$ cat src/isu_pkg.sv
package isu_pkg;

	localparam int SITE_W      = 10;
	localparam int CNT_W       = 11;
	localparam int RND_W       = 32;
	localparam int THR_W       = 33;
	localparam int TOT_W       = 12;
	localparam int CFG_IDX_W   = 3;
	localparam int CFG_DATA_W  = 33;
	localparam int DEF_MAX_SPINS = 1024;
	localparam int DEF_COUNT   = 1024;
	localparam int MIN_COUNT   = 2;

	localparam logic MODE_HEAT = 1'b1;
	localparam logic FUNC_LOAD = 1'b1;

	typedef enum logic [CFG_IDX_W-1:0] {
		CFG_MODE      = 3'd0,
		CFG_COUNT     = 3'd1,
		CFG_THR_UP_M2 = 3'd2,
		CFG_THR_UP_0  = 3'd3,
		CFG_THR_UP_P2 = 3'd4,
		CFG_THR_DN_M2 = 3'd5,
		CFG_THR_DN_0  = 3'd6,
		CFG_THR_DN_P2 = 3'd7
	} cfg_idx_t;

	// Threshold arrays are ordered by neighbor sum: -2, 0, +2.
	typedef struct packed {
		logic                       mode;
		logic [CNT_W-1:0]           count;
		logic [2:0][THR_W-1:0]      thr_up;
		logic [2:0][THR_W-1:0]      thr_dn;
	} cfg_t;

	typedef struct packed {
		logic                       new_spin;
		logic                       accepted;
		logic signed [TOT_W-1:0]    mag;
		logic signed [TOT_W-1:0]    bond;
	} dec_t;

endpackage

$ cat src/isu_ram.sv
module isu_ram #(
	parameter int WIDTH = 1,
	parameter int DEPTH = 1024,
	localparam int AW = $clog2(DEPTH)
) (
	input  logic             clk,
	input  logic             we,
	input  logic [AW-1:0]    waddr,
	input  logic [WIDTH-1:0] wdata,
	input  logic [AW-1:0]    raddr,
	output logic [WIDTH-1:0] rdata
);

	logic [WIDTH-1:0] mem [DEPTH];

	always_ff @(posedge clk) begin
		if (we) begin
			mem[waddr] <= wdata;
		end
		rdata <= mem[raddr];
	end

endmodule

$ cat src/isu_cfg.sv
module isu_cfg #(
	parameter int MAX_SPINS = isu_pkg::DEF_MAX_SPINS
) (
	input  logic                             clk,
	input  logic                             arst_n,
	input  logic                             cfg_we,
	input  logic [isu_pkg::CFG_IDX_W-1:0]    cfg_index,
	input  logic [isu_pkg::CFG_DATA_W-1:0]   cfg_data,
	output isu_pkg::cfg_t                    cfg,
	output logic                             clr_req
);

	localparam int RST_COUNT = (isu_pkg::DEF_COUNT < MAX_SPINS) ?
		isu_pkg::DEF_COUNT : MAX_SPINS;

	isu_pkg::cfg_t             cfg_q;
	logic [isu_pkg::CNT_W-1:0] count_clamped;

	// Ring length is clamped to at least MIN_COUNT and at most MAX_SPINS, the store depth.
	always_comb begin
		count_clamped = cfg_data[isu_pkg::CNT_W-1:0];
		if (count_clamped < isu_pkg::CNT_W'(isu_pkg::MIN_COUNT)) begin
			count_clamped = isu_pkg::CNT_W'(isu_pkg::MIN_COUNT);
		end
		if (int'(count_clamped) > MAX_SPINS) begin
			count_clamped = isu_pkg::CNT_W'(MAX_SPINS);
		end
	end

	always_ff @(posedge clk or negedge arst_n) begin
		if (!arst_n) begin
			cfg_q.mode   <= 1'b0;
			cfg_q.count  <= isu_pkg::CNT_W'(RST_COUNT);
			cfg_q.thr_up <= '0;
			cfg_q.thr_dn <= '0;
		end else if (cfg_we) begin
			case (cfg_index)
				isu_pkg::CFG_MODE:      cfg_q.mode      <= cfg_data[0];
				isu_pkg::CFG_COUNT:     cfg_q.count     <= count_clamped;
				isu_pkg::CFG_THR_UP_M2: cfg_q.thr_up[0] <= cfg_data;
				isu_pkg::CFG_THR_UP_0:  cfg_q.thr_up[1] <= cfg_data;
				isu_pkg::CFG_THR_UP_P2: cfg_q.thr_up[2] <= cfg_data;
				isu_pkg::CFG_THR_DN_M2: cfg_q.thr_dn[0] <= cfg_data;
				isu_pkg::CFG_THR_DN_0:  cfg_q.thr_dn[1] <= cfg_data;
				isu_pkg::CFG_THR_DN_P2: cfg_q.thr_dn[2] <= cfg_data;
				default: ;
			endcase
		end
	end

	assign cfg     = cfg_q;
	assign clr_req = cfg_we && (cfg_index == isu_pkg::CFG_COUNT);

endmodule

$ cat src/isu_decide.sv
module isu_decide (
	input  isu_pkg::cfg_t                      cfg,
	input  logic                               func,
	input  logic [isu_pkg::RND_W-1:0]          rand_frac,
	input  logic                               load_value,
	input  logic                               spin_l,
	input  logic                               spin_old,
	input  logic                               spin_r,
	input  logic signed [isu_pkg::TOT_W-1:0]   mag,
	input  logic signed [isu_pkg::TOT_W-1:0]   bond,
	output isu_pkg::dec_t                      dec
);

	logic [isu_pkg::THR_W-1:0] thr_up_sel;
	logic [isu_pkg::THR_W-1:0] thr_dn_sel;
	logic [isu_pkg::THR_W-1:0] thr;
	logic                      pass;
	logic                      changed;

	// Both neighbors up (spin bit 0) means sum +2, both down means -2.
	always_comb begin
		case ({spin_l, spin_r})
			2'b00:   begin thr_up_sel = cfg.thr_up[2]; thr_dn_sel = cfg.thr_dn[2]; end
			2'b11:   begin thr_up_sel = cfg.thr_up[0]; thr_dn_sel = cfg.thr_dn[0]; end
			default: begin thr_up_sel = cfg.thr_up[1]; thr_dn_sel = cfg.thr_dn[1]; end
		endcase
	end

	always_comb begin
		thr  = (cfg.mode != isu_pkg::MODE_HEAT && spin_old) ? thr_dn_sel : thr_up_sel;
		pass = {1'b0, rand_frac} < thr;

		if (func == isu_pkg::FUNC_LOAD) begin
			dec.new_spin = load_value;
			dec.accepted = 1'b0;
		end else if (cfg.mode == isu_pkg::MODE_HEAT) begin
			dec.new_spin = pass;
			dec.accepted = 1'b1;
		end else begin
			dec.new_spin = spin_old ^ pass;
			dec.accepted = pass;
		end

		changed  = dec.new_spin != spin_old;
		dec.mag  = mag;
		dec.bond = bond;
		if (changed) begin
			dec.mag = dec.new_spin ? mag - isu_pkg::TOT_W'(2) : mag + isu_pkg::TOT_W'(2);
			// Bond change is nonzero only when both neighbors agree.
			if (spin_l == spin_r) begin
				dec.bond = (dec.new_spin ^ spin_l) ? bond - isu_pkg::TOT_W'(4) :
					bond + isu_pkg::TOT_W'(4);
			end
		end
	end

endmodule

$ cat src/ising_ring_spin_update.sv
// Update item with a valid site: states RD_L, RD_S and RD_R read the spin memory
// through its single read port (left neighbor, site, right neighbor in turn),
// then EXEC registers the result once the output register is free; the next
// item is taken only back in IDLE. An item with a site outside the ring skips to EXEC.
// Reset, and every spin_count write, start a clearing pass over the spin_count
// sites (1024 by default) that sets all spins to +1; no item is taken meanwhile.
module ising_ring_spin_update #(
	parameter int MAX_SPINS = isu_pkg::DEF_MAX_SPINS
) (
	input  logic                                  clk,
	input  logic                                  arst_n,
	input  logic                                  cfg_we,
	input  logic [isu_pkg::CFG_IDX_W-1:0]         cfg_index,
	input  logic [isu_pkg::CFG_DATA_W-1:0]        cfg_data,
	input  logic                                  in_valid,
	output logic                                  in_ready,
	input  logic                                  func,
	input  logic [isu_pkg::SITE_W-1:0]            site,
	input  logic [isu_pkg::RND_W-1:0]             rand_frac,
	input  logic                                  load_value,
	output logic                                  out_valid,
	input  logic                                  out_ready,
	output logic [isu_pkg::SITE_W-1:0]            site_out,
	output logic                                  new_spin,
	output logic                                  accepted,
	output logic                                  bad_site,
	output logic signed [isu_pkg::TOT_W-1:0]      magnetization,
	output logic signed [isu_pkg::TOT_W-1:0]      bond_sum
);

	localparam int AW = $clog2(MAX_SPINS);

	typedef enum logic [5:0] {
		ST_CLEAR = 6'b000001,
		ST_IDLE  = 6'b000010,
		ST_RD_L  = 6'b000100,
		ST_RD_S  = 6'b001000,
		ST_RD_R  = 6'b010000,
		ST_EXEC  = 6'b100000
	} state_t;

	isu_pkg::cfg_t cfg;
	logic          clr_req;
	isu_pkg::dec_t dec;

	state_t                             state_q;
	logic [isu_pkg::CNT_W-1:0]          clr_cnt_q;
	logic signed [isu_pkg::TOT_W-1:0]   mag_q;
	logic signed [isu_pkg::TOT_W-1:0]   bond_q;

	logic                               func_q;
	logic [isu_pkg::SITE_W-1:0]         site_q;
	logic [isu_pkg::RND_W-1:0]          rnd_q;
	logic                               load_q;
	logic                               bad_q;
	logic [AW-1:0]                      left_q;
	logic [AW-1:0]                      right_q;
	logic                               spin_l_q;
	logic                               spin_old_q;

	logic                               out_valid_q;
	logic [isu_pkg::SITE_W-1:0]         site_out_q;
	logic                               new_spin_q;
	logic                               accepted_q;
	logic                               bad_site_q;
	logic signed [isu_pkg::TOT_W-1:0]   mag_out_q;
	logic signed [isu_pkg::TOT_W-1:0]   bond_out_q;

	logic [isu_pkg::CNT_W-1:0] site_ext;
	logic [isu_pkg::CNT_W-1:0] left_nxt;
	logic [isu_pkg::CNT_W-1:0] right_nxt;
	logic                      in_take;
	logic                      load_out;
	logic                      ram_we;
	logic [AW-1:0]             ram_waddr;
	logic                      ram_wdata;
	logic [AW-1:0]             ram_raddr;
	logic                      ram_rdata;

	isu_cfg #(.MAX_SPINS(MAX_SPINS)) u_cfg (
		.clk       (clk),
		.arst_n    (arst_n),
		.cfg_we    (cfg_we),
		.cfg_index (cfg_index),
		.cfg_data  (cfg_data),
		.cfg       (cfg),
		.clr_req   (clr_req)
	);

	isu_ram #(.WIDTH(1), .DEPTH(MAX_SPINS)) u_ram (
		.clk   (clk),
		.we    (ram_we),
		.waddr (ram_waddr),
		.wdata (ram_wdata),
		.raddr (ram_raddr),
		.rdata (ram_rdata)
	);

	isu_decide u_decide (
		.cfg        (cfg),
		.func       (func_q),
		.rand_frac  (rnd_q),
		.load_value (load_q),
		.spin_l     (spin_l_q),
		.spin_old   (spin_old_q),
		.spin_r     (ram_rdata),
		.mag        (mag_q),
		.bond       (bond_q),
		.dec        (dec)
	);

	assign in_ready = (state_q == ST_IDLE);
	assign in_take  = in_valid && in_ready;
	assign load_out = (state_q == ST_EXEC) && (!out_valid_q || out_ready);

	always_comb begin
		site_ext  = isu_pkg::CNT_W'(site);
		left_nxt  = (site_ext == '0) ? cfg.count - 1'b1 : site_ext - 1'b1;
		right_nxt = (site_ext + 1'b1 == cfg.count) ? '0 : site_ext + 1'b1;
	end

	// The right neighbor address is held through the execute state so that
	// the read data stays put while the output register is full.
	always_comb begin
		case (state_q)
			ST_RD_L: ram_raddr = left_q;
			ST_RD_S: ram_raddr = AW'(site_q);
			default: ram_raddr = right_q;
		endcase
	end

	always_comb begin
		if (state_q == ST_CLEAR) begin
			ram_we    = 1'b1;
			ram_waddr = AW'(clr_cnt_q);
			ram_wdata = 1'b0;
		end else begin
			ram_we    = load_out && !bad_q;
			ram_waddr = AW'(site_q);
			ram_wdata = dec.new_spin;
		end
	end

	always_ff @(posedge clk or negedge arst_n) begin
		if (!arst_n) begin
			state_q     <= ST_CLEAR;
			clr_cnt_q   <= '0;
			mag_q       <= isu_pkg::TOT_W'(isu_pkg::DEF_COUNT);
			bond_q      <= isu_pkg::TOT_W'(isu_pkg::DEF_COUNT);
			out_valid_q <= 1'b0;
		end else begin
			if (load_out) begin
				out_valid_q <= 1'b1;
			end else if (out_ready) begin
				out_valid_q <= 1'b0;
			end

			if (clr_req) begin
				state_q   <= ST_CLEAR;
				clr_cnt_q <= '0;
			end else begin
				case (state_q)
					ST_CLEAR: begin
						mag_q  <= isu_pkg::TOT_W'(cfg.count);
						bond_q <= isu_pkg::TOT_W'(cfg.count);
						if (clr_cnt_q == cfg.count - 1'b1) begin
							state_q <= ST_IDLE;
						end
						clr_cnt_q <= clr_cnt_q + 1'b1;
					end
					ST_IDLE: begin
						if (in_take) begin
							state_q <= (site_ext >= cfg.count) ? ST_EXEC : ST_RD_L;
						end
					end
					ST_RD_L: state_q <= ST_RD_S;
					ST_RD_S: state_q <= ST_RD_R;
					ST_RD_R: state_q <= ST_EXEC;
					ST_EXEC: begin
						if (load_out) begin
							state_q <= ST_IDLE;
							if (!bad_q) begin
								mag_q  <= dec.mag;
								bond_q <= dec.bond;
							end
						end
					end
					default: state_q <= ST_IDLE;
				endcase
			end
		end
	end

	always_ff @(posedge clk) begin
		if (in_take) begin
			func_q  <= func;
			site_q  <= site;
			rnd_q   <= rand_frac;
			load_q  <= load_value;
			bad_q   <= site_ext >= cfg.count;
			left_q  <= AW'(left_nxt);
			right_q <= AW'(right_nxt);
		end
		if (state_q == ST_RD_S) begin
			spin_l_q <= ram_rdata;
		end
		if (state_q == ST_RD_R) begin
			spin_old_q <= ram_rdata;
		end
		if (load_out) begin
			site_out_q <= site_q;
			bad_site_q <= bad_q;
			new_spin_q <= bad_q ? 1'b0 : dec.new_spin;
			accepted_q <= bad_q ? 1'b0 : dec.accepted;
			mag_out_q  <= bad_q ? mag_q : dec.mag;
			bond_out_q <= bad_q ? bond_q : dec.bond;
		end
	end

	assign out_valid     = out_valid_q;
	assign site_out      = site_out_q;
	assign new_spin      = new_spin_q;
	assign accepted      = accepted_q;
	assign bad_site      = bad_site_q;
	assign magnetization = mag_out_q;
	assign bond_sum      = bond_out_q;

	// Every spin move changes the magnetization by two and the bond sum by zero or
	// four, so outside clearing their low bits (one and two) match the ring length.
	assert property (@(posedge clk) disable iff (!arst_n)
		state_q != ST_CLEAR |-> mag_q[0] == cfg.count[0])
		else $error("magnetization parity differs from ring length");

	assert property (@(posedge clk) disable iff (!arst_n)
		state_q != ST_CLEAR |-> bond_q[1:0] == cfg.count[1:0])
		else $error("bond sum differs from ring length modulo four");

	assert property (@(posedge clk) disable iff (!arst_n)
		state_q == ST_CLEAR |-> clr_cnt_q < cfg.count)
		else $error("clearing pass ran past the ring length");

	assert property (@(posedge clk) disable iff (!arst_n)
		out_valid_q && bad_site_q |-> !accepted_q && !new_spin_q)
		else $error("ignored site reports a spin change");

	assert property (@(posedge clk) disable iff (!arst_n)
		ram_we |-> state_q == ST_CLEAR || load_out)
		else $error("spin memory written outside clearing or result load");

endmodule
$ cat config.mk
export PLATFORM = sky130hd
export DESIGN_NAME = ising_ring_spin_update
export DESIGN_NICKNAME = d
export VERILOG_FILES = /design/src/isu_pkg.sv /design/src/isu_ram.sv /design/src/isu_cfg.sv /design/src/isu_decide.sv /design/src/ising_ring_spin_update.sv
export SDC_FILE = /design/constraint.sdc
export NUM_CORES = 2
export LEC_CHECK = 0
export BUFFER_PORTS_ARGS = -buffer_cell sky130_fd_sc_hd__buf_2
export CAP_MARGIN = 20
export CELL_PAD_IN_SITES_DETAIL_PLACEMENT = 0
export CELL_PAD_IN_SITES_GLOBAL_PLACEMENT = 1
export CORE_AREA = 2 2 328 493
export CTS_BUF_LIST = sky130_fd_sc_hd__clkbuf_8
export CTS_CLUSTER_SIZE = 14
export DETAILED_ROUTE_END_ITERATION = 8
export DIE_AREA = 0 0 330 495
export HOLD_SLACK_MARGIN = 0.06
export PLACE_DENSITY_LB_ADDON = 0.1
export SLEW_MARGIN = 20
export SYNTH_ARGS = -nofsm -noshare
export SYNTH_HDL_FRONTEND = slang
export SYNTH_SLANG_ARGS = --single-unit
$ cat constraint.sdc
create_clock -name clk -period 40.1 [get_ports clk]
set_clock_uncertainty 0.1 [all_clocks]
set_input_delay 2.005 -clock clk [delete_from_list [all_inputs] [get_ports clk]]
set_output_delay 2.005 -clock clk [all_outputs]
set_load 0.02 [all_outputs]
After elaboration in Yosys (flattened, before gate mapping)
Memories as Yosys holds them, arrays and structs flattened. A register that Yosys moved wholly into a read port is not among the register bits.
Cells that the tools add are included.
{ "word_totals": {"register_bits": 356, "ram_bits": 1024, "in_bits": 85, "out_inout_bits": 39, "wordCells": 126, "memories": 1} }
{ "classes": {"add_sub_neg": 8, "magnitude_cmp": 4, "eq_ne": 22, "muxes": 34, "bitwise_logic": 4, "reduce_logical": 25} }
{ "mem_list": {"columns": ["name", "depth", "word_bits", "rd", "rd_clocked_by_memory_dff", "wr", "line", "text"], "rows": [
  ["u_ram.mem", 1024, 1, 1, 1, 1, "isu_ram.sv:14", "logic [WIDTH-1:0] mem [DEPTH];"]
]} }
{ "op_table": {"columns": ["cell", "n"], "rows": [
  ["33-bit case mux with 2 select lines", 2],
  ["12-bit two-way mux", 7],
  ["12-bit case mux with 2 select lines", 2],
  ["11-bit two-way mux", 4],
  ["6-bit case mux with 6 select lines", 1],
  ["32-bit by 33-bit less-than comparator with 1-bit output", 1],
  ["33-bit two-way mux", 1],
  ["6-bit two-way mux", 5],
  ["24-bit two-way mux", 1],
  ["11-bit == test", 2],
  ["10-bit two-way mux", 2],
  ["10-bit case mux with 2 select lines", 1],
  ["2-bit AND reduction", 8],
  ["12-bit by 3-bit adder with 12-bit output, second input constant", 1],
  ["12-bit by 4-bit adder with 12-bit output, second input constant", 1],
  ["3-bit == test, second input constant", 4],
  ["12-bit by 3-bit subtractor with 12-bit output, second input constant", 1],
  ["12-bit by 4-bit subtractor with 12-bit output, second input constant", 1],
  ["10-bit by 1-bit adder with 11-bit output, second input constant", 1],
  ["11-bit by 1-bit adder with 11-bit output, second input constant", 1],
  ["10-bit by 11-bit greater-or-equal comparator with 1-bit output", 1],
  ["11-bit greater-than comparator, second input constant", 1],
  ["11-bit by 2-bit less-than comparator with 1-bit output, second input constant", 1],
  ["11-bit by 1-bit subtractor with 11-bit output, second input constant", 1],
  ["29 further kinds", 46]
]} }

Logic depth before layout (Yosys ltp)
{ "depth": {"depth_word": 14, "depth_mapped": 28, "depth_no_buf": 26} }

Cells and area by module
Synthesis repeated with hierarchy kept, for this count alone.
{ "unflattened": {"cells_unflattened": 4685, "hier_area_um2": 63101.8} }
{ "by_module_without_submodules": {"columns": ["module", "n_inst", "cells_per_inst", "area_each_um2", "seq_area_each_um2"], "rows": [
  ["isu_ram", 1, 3112, 44656.6, 30769.5],
  ["isu_cfg", 1, 480, 8122.8, 5256.3],
  ["ising_ring_spin_update", 1, 592, 6964.2, 4177.8],
  ["isu_decide", 1, 501, 3358.2, 0.0]
]} }

Least setup slack after synthesis
No wires, ideal clock.
{ "synth_path": {"path_type": "flip-flop to flip-flop", "start": "register spin_l_q", "end": "memory u_ram.mem[0] (data pin)", "setup_ps": 4966, "t_arrival_ps": 26847, "required_ps": 35034, "slack_ps": 8187, "path_stages_with_launch": 16, "path_buffers": 2, "period_less_slack_ps": 31913, "path_cell_list": "edfxtp_1 -> inv_1 -> ha_1 -> clkbuf_1 -> clkbuf_1 -> a221oi_1 -> nor3_1 -> a21oi_1 -> ha_1 -> nand3_1 -> nor4_1 -> nand2_1 -> o311ai_0 -> or4_1 -> nand3_2 -> nor2_1"} }
{ "synth_via": {"elab_chain_len": 8, "word_cells_on_any_way": 10, "cone_classes": "order compare: 1; eq/ne: 1; mux: 6; bitwise: 1; reduce/logical: 1"} }
{ "synth_lines": {"columns": ["element", "line", "text"], "rows": [
  ["start, declared", "ising_ring_spin_update.sv:58", "logic spin_l_q;"],
  ["start signal, assigned", "ising_ring_spin_update.sv:205", "spin_l_q <= ram_rdata;"],
  ["2-bit == test or 2-bit zero test (tied branches)", "isu_decide.sv:22", "case ({spin_l, spin_r})"],
  ["33-bit case mux with 2 select lines", "isu_decide.sv:22", null],
  ["33-bit two-way mux *", "isu_decide.sv:30", "thr = (cfg.mode != isu_pkg::MODE_HEAT && spin_old) ? thr_dn_sel : thr_up_sel;"],
  ["32-bit by 33-bit less-than comparator with 1-bit output *", "isu_decide.sv:31", "pass = {1'b0, rand_frac} < thr;"],
  ["1-bit XOR", "isu_decide.sv:40", "dec.new_spin = spin_old ^ pass;"],
  ["2-bit two-way mux *", "isu_decide.sv:36", "end else if (cfg.mode == isu_pkg::MODE_HEAT) begin"],
  ["2-bit two-way mux *", "isu_decide.sv:33", "if (func == isu_pkg::FUNC_LOAD) begin"],
  ["1-bit two-way mux *", "ising_ring_spin_update.sv:133", "if (state_q == ST_CLEAR) begin"],
  ["net ram_wdata", "ising_ring_spin_update.sv:76", "logic ram_wdata;"],
  ["end, declared", "isu_ram.sv:14", null]
]} }
The timed path passes the listed nets; every way through them passes the cells marked *.

Worst setup path in the final report
{ "layout_path": {"start": "register spin_l_q", "end": "memory u_ram.mem[852] (data pin)"} }
The elaborated chain is that of the path after synthesis.

==> results <==
- After synthesis, the share of flip-flops with an asynchronous set or reset is a little under a fifth.
- The number of search-and-repair iterations in the first detailed-routing pass is 5.
- The cell sitting at the root of the clock tree is a sky130_fd_sc_hd__clkbuf_8.
- The number of levels the H-tree was split into is 4.
- After layout, the worst path uses between 20% and 30% of the clock period.
- STA classifies the critical path startpoint as a flip-flop.
- The kind of capture point of the worst setup path is a flip-flop.
- Routed signal wires occupy layers up through met5.
- The power density normalized to cell area is just over 70 nW/um^2.
- The number of gates resized after CTS is 0.
- The internal power is 2.93 mW.
- In the routed design, unresolved DRC markers number 0.
- The worst-case clock buffer depth is 3.
- The amount of wire on met2 after detailed routing is 116000 microns.
- Entering global routing, the biggest net connects 256 pins.
- The final HPWL from detailed placement is 124000 microns.
- The Yosys step of the flow raised 0 warnings.
- For the worst setup path, the data arrival time is just over 10 ns.
- After clock tree synthesis, the setup repair step added 0 buffers.
- Across the run, the number of max-cap violations was 0.
- The run finished with clean final reports.
- The clock latency of the later-clocked register in the worst-skew pair is approximately 1 ns.
- Net switching is around 41% of the power.
- The remaining global-route overflow is 0.
- The largest driver fanout on the critical path is ~260.
- The count of endpoints failing setup in the final report is 0.
- The relative max-transition margin is between 10% and 20%.
- The initial antenna violation count is 10.
- The max-slew violation count is 0.
- The floorplan step set the die height to around 500 microns.
- The combinational cell fraction of total power is 38.6%.
- Of the cells placed in the final design, the portion with a size suffix greater than 1 is 14.0%.
- The critical path goes through inv_1 -> ha_2 -> buf_4 -> a221oi_1 -> nor3_1 -> a21oi_1 -> ha_1 -> a21o_1 -> a21o_1 -> a21o_1 -> a2111oi_0 -> o311ai_0 -> nand2_1 -> nand3_2 -> nor2_4 -> buf_12 -> buf_12 -> buf_4 -> buf_4.
- Input and output buffers added on the ports amount to 123.
- The area of the core is about 160000 sq um.
- The clock period could shrink to roughly 9.5 ns.
- The upper clock frequency limit is approximately 0.10 GHz.
- The worst-margin pin slew is ~1.3 ns.
- The die is 330 microns wide.
- The kind of path behind the tightest hold check is flip-flop to flip-flop.
- The post-route setup TNS is 0 ns.
- For the worst setup path, the data required time is slightly above 40 ns.
- The final estimated routing congestion in global placement is 0.808.
- The type of the setup path with the least slack is flip-flop to flip-flop.
- Summing every instance area after synthesis gives 63300 sq um.
- VDD sags by at most about 0.058 mV.
- After clock tree synthesis, the clock-pin slew on the worst setup and hold paths is 0.06 ns.
- The static leakage is ~25 nW.
- The first-pass GRT wire length is 318000 microns.
- The count of flip-flops with a built-in enable after synthesis is 1127.
- The distinct cell type count after synthesis is 88.
- For this block, wires on met1 add up to 83400 microns.
- The die outline area is about 160000 sq um.
- Dividing the detail-routed wire length by the instance count gives 27.1 microns.
- The via count of the first global-routing pass was around 46000.
- Setup repair after global routing left no endpoint under its margin.
- Grouping stages by cell kind, the critical path spends the most delay in buffers and inverters.
- The gate count after technology mapping is 5865.
- Detailed routing inserted a total of about 46000 vias.
- The final hold violation count is 0.
- The part of the power in the clock network is a little under a quarter.
- The clock net in this run drives a total of 1379 sinks.
- The remaining number of nets flagged by the antenna check after routing is 0.
- The area growth from synthesis to layout is 10.7%.
- The total wire length after detailed routing is between 200000 and 250000 microns.
- The count of routing violations after the opening detailed-route iteration is 3845.
- For this run, the slowest stage of the critical path takes 0.86 ns.
- The top flip-flop cell by instance count after synthesis is sky130_fd_sc_hd__edfxtp_1.
- The CTS tree is built.
- Global routing used 27.0% of the available tracks across all layers.
- Sequential elements use between 60 and 70% of the synthesized area.
- The count of pins on the block boundary is 124.
- The via density per instance is 5.65.
- The number of rows created at floorplan is 180.
- For this design, the slowest cell found on the critical path is sky130_fd_sc_hd__nor2_4.
- Total power for the finished layout comes to 4.98 mW.
- For this design the total switching power over the nets is 2.05 mW.
- After detailed routing, the met3 layer carries 10000 microns of wire.
- Hold repair after CTS inserted 0 buffers.
- The number of buffers and inverters on the critical path is 6.
- The number of flip-flops and latches in the synthesized netlist is 1379.
- The number of buffers created by CTS is about 210.
- The sequential fraction of design power is about two fifths.
- The synthesized area divided by synthesized cell count is 10.8 sq um.
- The number of nets in the layout is 6006.
- The total nets after synthesis is 6016.
- The initial standard-cell utilization of the core is 39.7%.
cells in the final DEF (no fill, tap or decap), types with 69 or more instances in the layout:
| cell | n |
|---|---|
| sky130_fd_sc_hd__buf_4 | 122 |
| sky130_fd_sc_hd__a21oi_1 | 108 |
| sky130_fd_sc_hd__mux2_2 | 204 |
| sky130_fd_sc_hd__clkbuf_8 | 243 |
| sky130_fd_sc_hd__inv_1 | 119 |
| sky130_fd_sc_hd__dfrtp_1 | 247 |
| sky130_fd_sc_hd__a221oi_1 | 69 |
| sky130_fd_sc_hd__nand2_1 | 1081 |
| sky130_fd_sc_hd__nand3_1 | 454 |
| sky130_fd_sc_hd__edfxtp_1 | 1127 |
| sky130_fd_sc_hd__buf_2 | 122 |
| sky130_fd_sc_hd__and3_1 | 84 |
| sky130_fd_sc_hd__nor2_1 | 1120 |
Yosys cell counts, types with 12 or more instances:
cell / instances / share of area, %
sky130_fd_sc_hd__dfrtp_1: 247 / 9.8
sky130_fd_sc_hd__o22ai_1: 17 / 0.17
sky130_fd_sc_hd__buf_4: 20 / 0.24
sky130_fd_sc_hd__nor3_1: 66 / 0.52
sky130_fd_sc_hd__o31ai_1: 15 / 0.18
sky130_fd_sc_hd__xnor2_1: 40 / 0.55
sky130_fd_sc_hd__o21a_1: 12 / 0.14
sky130_fd_sc_hd__a32oi_1: 13 / 0.18
sky130_fd_sc_hd__a21oi_1: 108 / 0.85
sky130_fd_sc_hd__nand2_1: 1113 / 6.6
sky130_fd_sc_hd__xor2_1: 33 / 0.46
sky130_fd_sc_hd__nor2_1: 1133 / 6.7
sky130_fd_sc_hd__o21ai_0: 64 / 0.51
sky130_fd_sc_hd__edfxtp_1: 1127 / 53
sky130_fd_sc_hd__a31oi_1: 58 / 0.57
sky130_fd_sc_hd__nand4_1: 55 / 0.54
sky130_fd_sc_hd__mux2_2: 204 / 3.6
sky130_fd_sc_hd__buf_6: 14 / 0.25
sky130_fd_sc_hd__nor2b_1: 13 / 0.13
sky130_fd_sc_hd__and3_1: 84 / 0.83
sky130_fd_sc_hd__a21o_1: 25 / 0.30
sky130_fd_sc_hd__ha_1: 64 / 1.3
sky130_fd_sc_hd__a211oi_1: 30 / 0.36
sky130_fd_sc_hd__buf_1: 41 / 0.24
sky130_fd_sc_hd__nor4_1: 18 / 0.18
sky130_fd_sc_hd__inv_1: 39 / 0.23
sky130_fd_sc_hd__clkbuf_1: 297 / 1.8
sky130_fd_sc_hd__a221oi_1: 69 / 0.95
sky130_fd_sc_hd__nand2b_1: 22 / 0.22
sky130_fd_sc_hd__nand3_1: 468 / 3.7
sky130_fd_sc_hd__buf_2: 108 / 0.85
sky130_fd_sc_hd__mux2i_1: 55 / 0.87
sky130_fd_sc_hd__a311oi_1: 28 / 0.39
state kept, by name (all words and copies together), names as in the netlist, 6 cells and up:
name	count
mag_q	11
bond_q	12
left_q	10
rnd_q	32
clr_cnt_q	11
magnetization	12
u_ram.mem	1024
bond_sum	11
site_out	10
right_q	10
state_q	6
u_cfg.cfg	210
site_q	10
cell type report:
cell class	count	area, sq um
Antenna cell	5	12.5
Clock buffer	243	3340
Clock inverter	137	734
Fill cell	15500	89400
Inverter	43	161
Multi-Input combinational cell	3963	21400
Sequential cell	1379	40100
Tap cell	2093	2620
Timing Repair Buffer	254	1690
power by group through the flow:
| stage | Clock [mW] | Sequential [mW] | Combinational [mW] |
|---|---|---|---|
| 6_report | 1.16 | 1.90 | 1.92 |
| 5_1_grt | 1.24 | 1.91 | 2.08 |
| 4_1_cts | 1.19 | 1.90 | 1.94 |
| 3_5_place_dp | 0 | 1.93 | 1.93 |
| 3_3_place_gp | 0 | 1.93 | 1.92 |
| 2_1_floorplan | 0 | 2.17 | 1.18 |
logic make-up after synthesis:
family | share of synthesized area, %
AND/OR/NAND/NOR | 20.3
flip-flops | 63.4
AO/OA/AOI/OAI | 5.85
buffers and inverters | 3.60
multiplexers | 4.53
XOR/XNOR | 1.01
adder cells (fa/ha/maj) | 1.33
worst reg2reg max path, delay by kind of cell, from the launching register on:
family / cells / cell delay [ns]
compound gates: 7 / 2.11
fa+ha+maj: 2 / 0.59
buf+inv: 6 / 4.34
flops: 1 / 0.43
simple gates: 4 / 1.61
through the flow:
step / setup WS [ns] / hold slack [ns] / utilization, % / cell area, sq um / std cells
6_report: 30.56 / 0.357 / 43.9 / 70100 / 8117
5_1_grt: 29.89 / 0.365 / 43.9 / 70100 / 8113
4_1_cts: 30.47 / 0.360 / 43.9 / 70000 / 8111
3_5_place_dp: 30.50 / 0.332 / 41.4 / 66000 / 7731
3_3_place_gp: 30.58 / 0.332 / 41.3 / 65900 / 7730
2_1_floorplan: 8.19 / 0.324 / - / 63300 / 5865
metal layers:
layer / GRT usage, % / up-vias
met5: 0 / -
met4: 12.1 / 4
met3: 3.61 / 420
met2: 48.8 / 1318
met1: 31.5 / 23500
li1: - / 20600
path summary, 6_finish.rpt:
path | start | endpoint | slack, ns | cells past startpoint
setup / recovery | spin_l_q | u_ram.mem[852] | 30.56 | 19
hold reg to reg | bond_q[0] | magnetization[0] | 0.36 | 0
max in group asynchronous | arst_n | u_cfg.cfg[150] | 36.70 | 3
min in group asynchronous | arst_n | mag_q[4] | 0.98 | 1
hold / removal | bond_q[0] | magnetization[0] | 0.36 | 0
setup reg to reg | spin_l_q | u_ram.mem[852] | 30.56 | 19
Note: power is estimated with default switching activity, not from simulation.
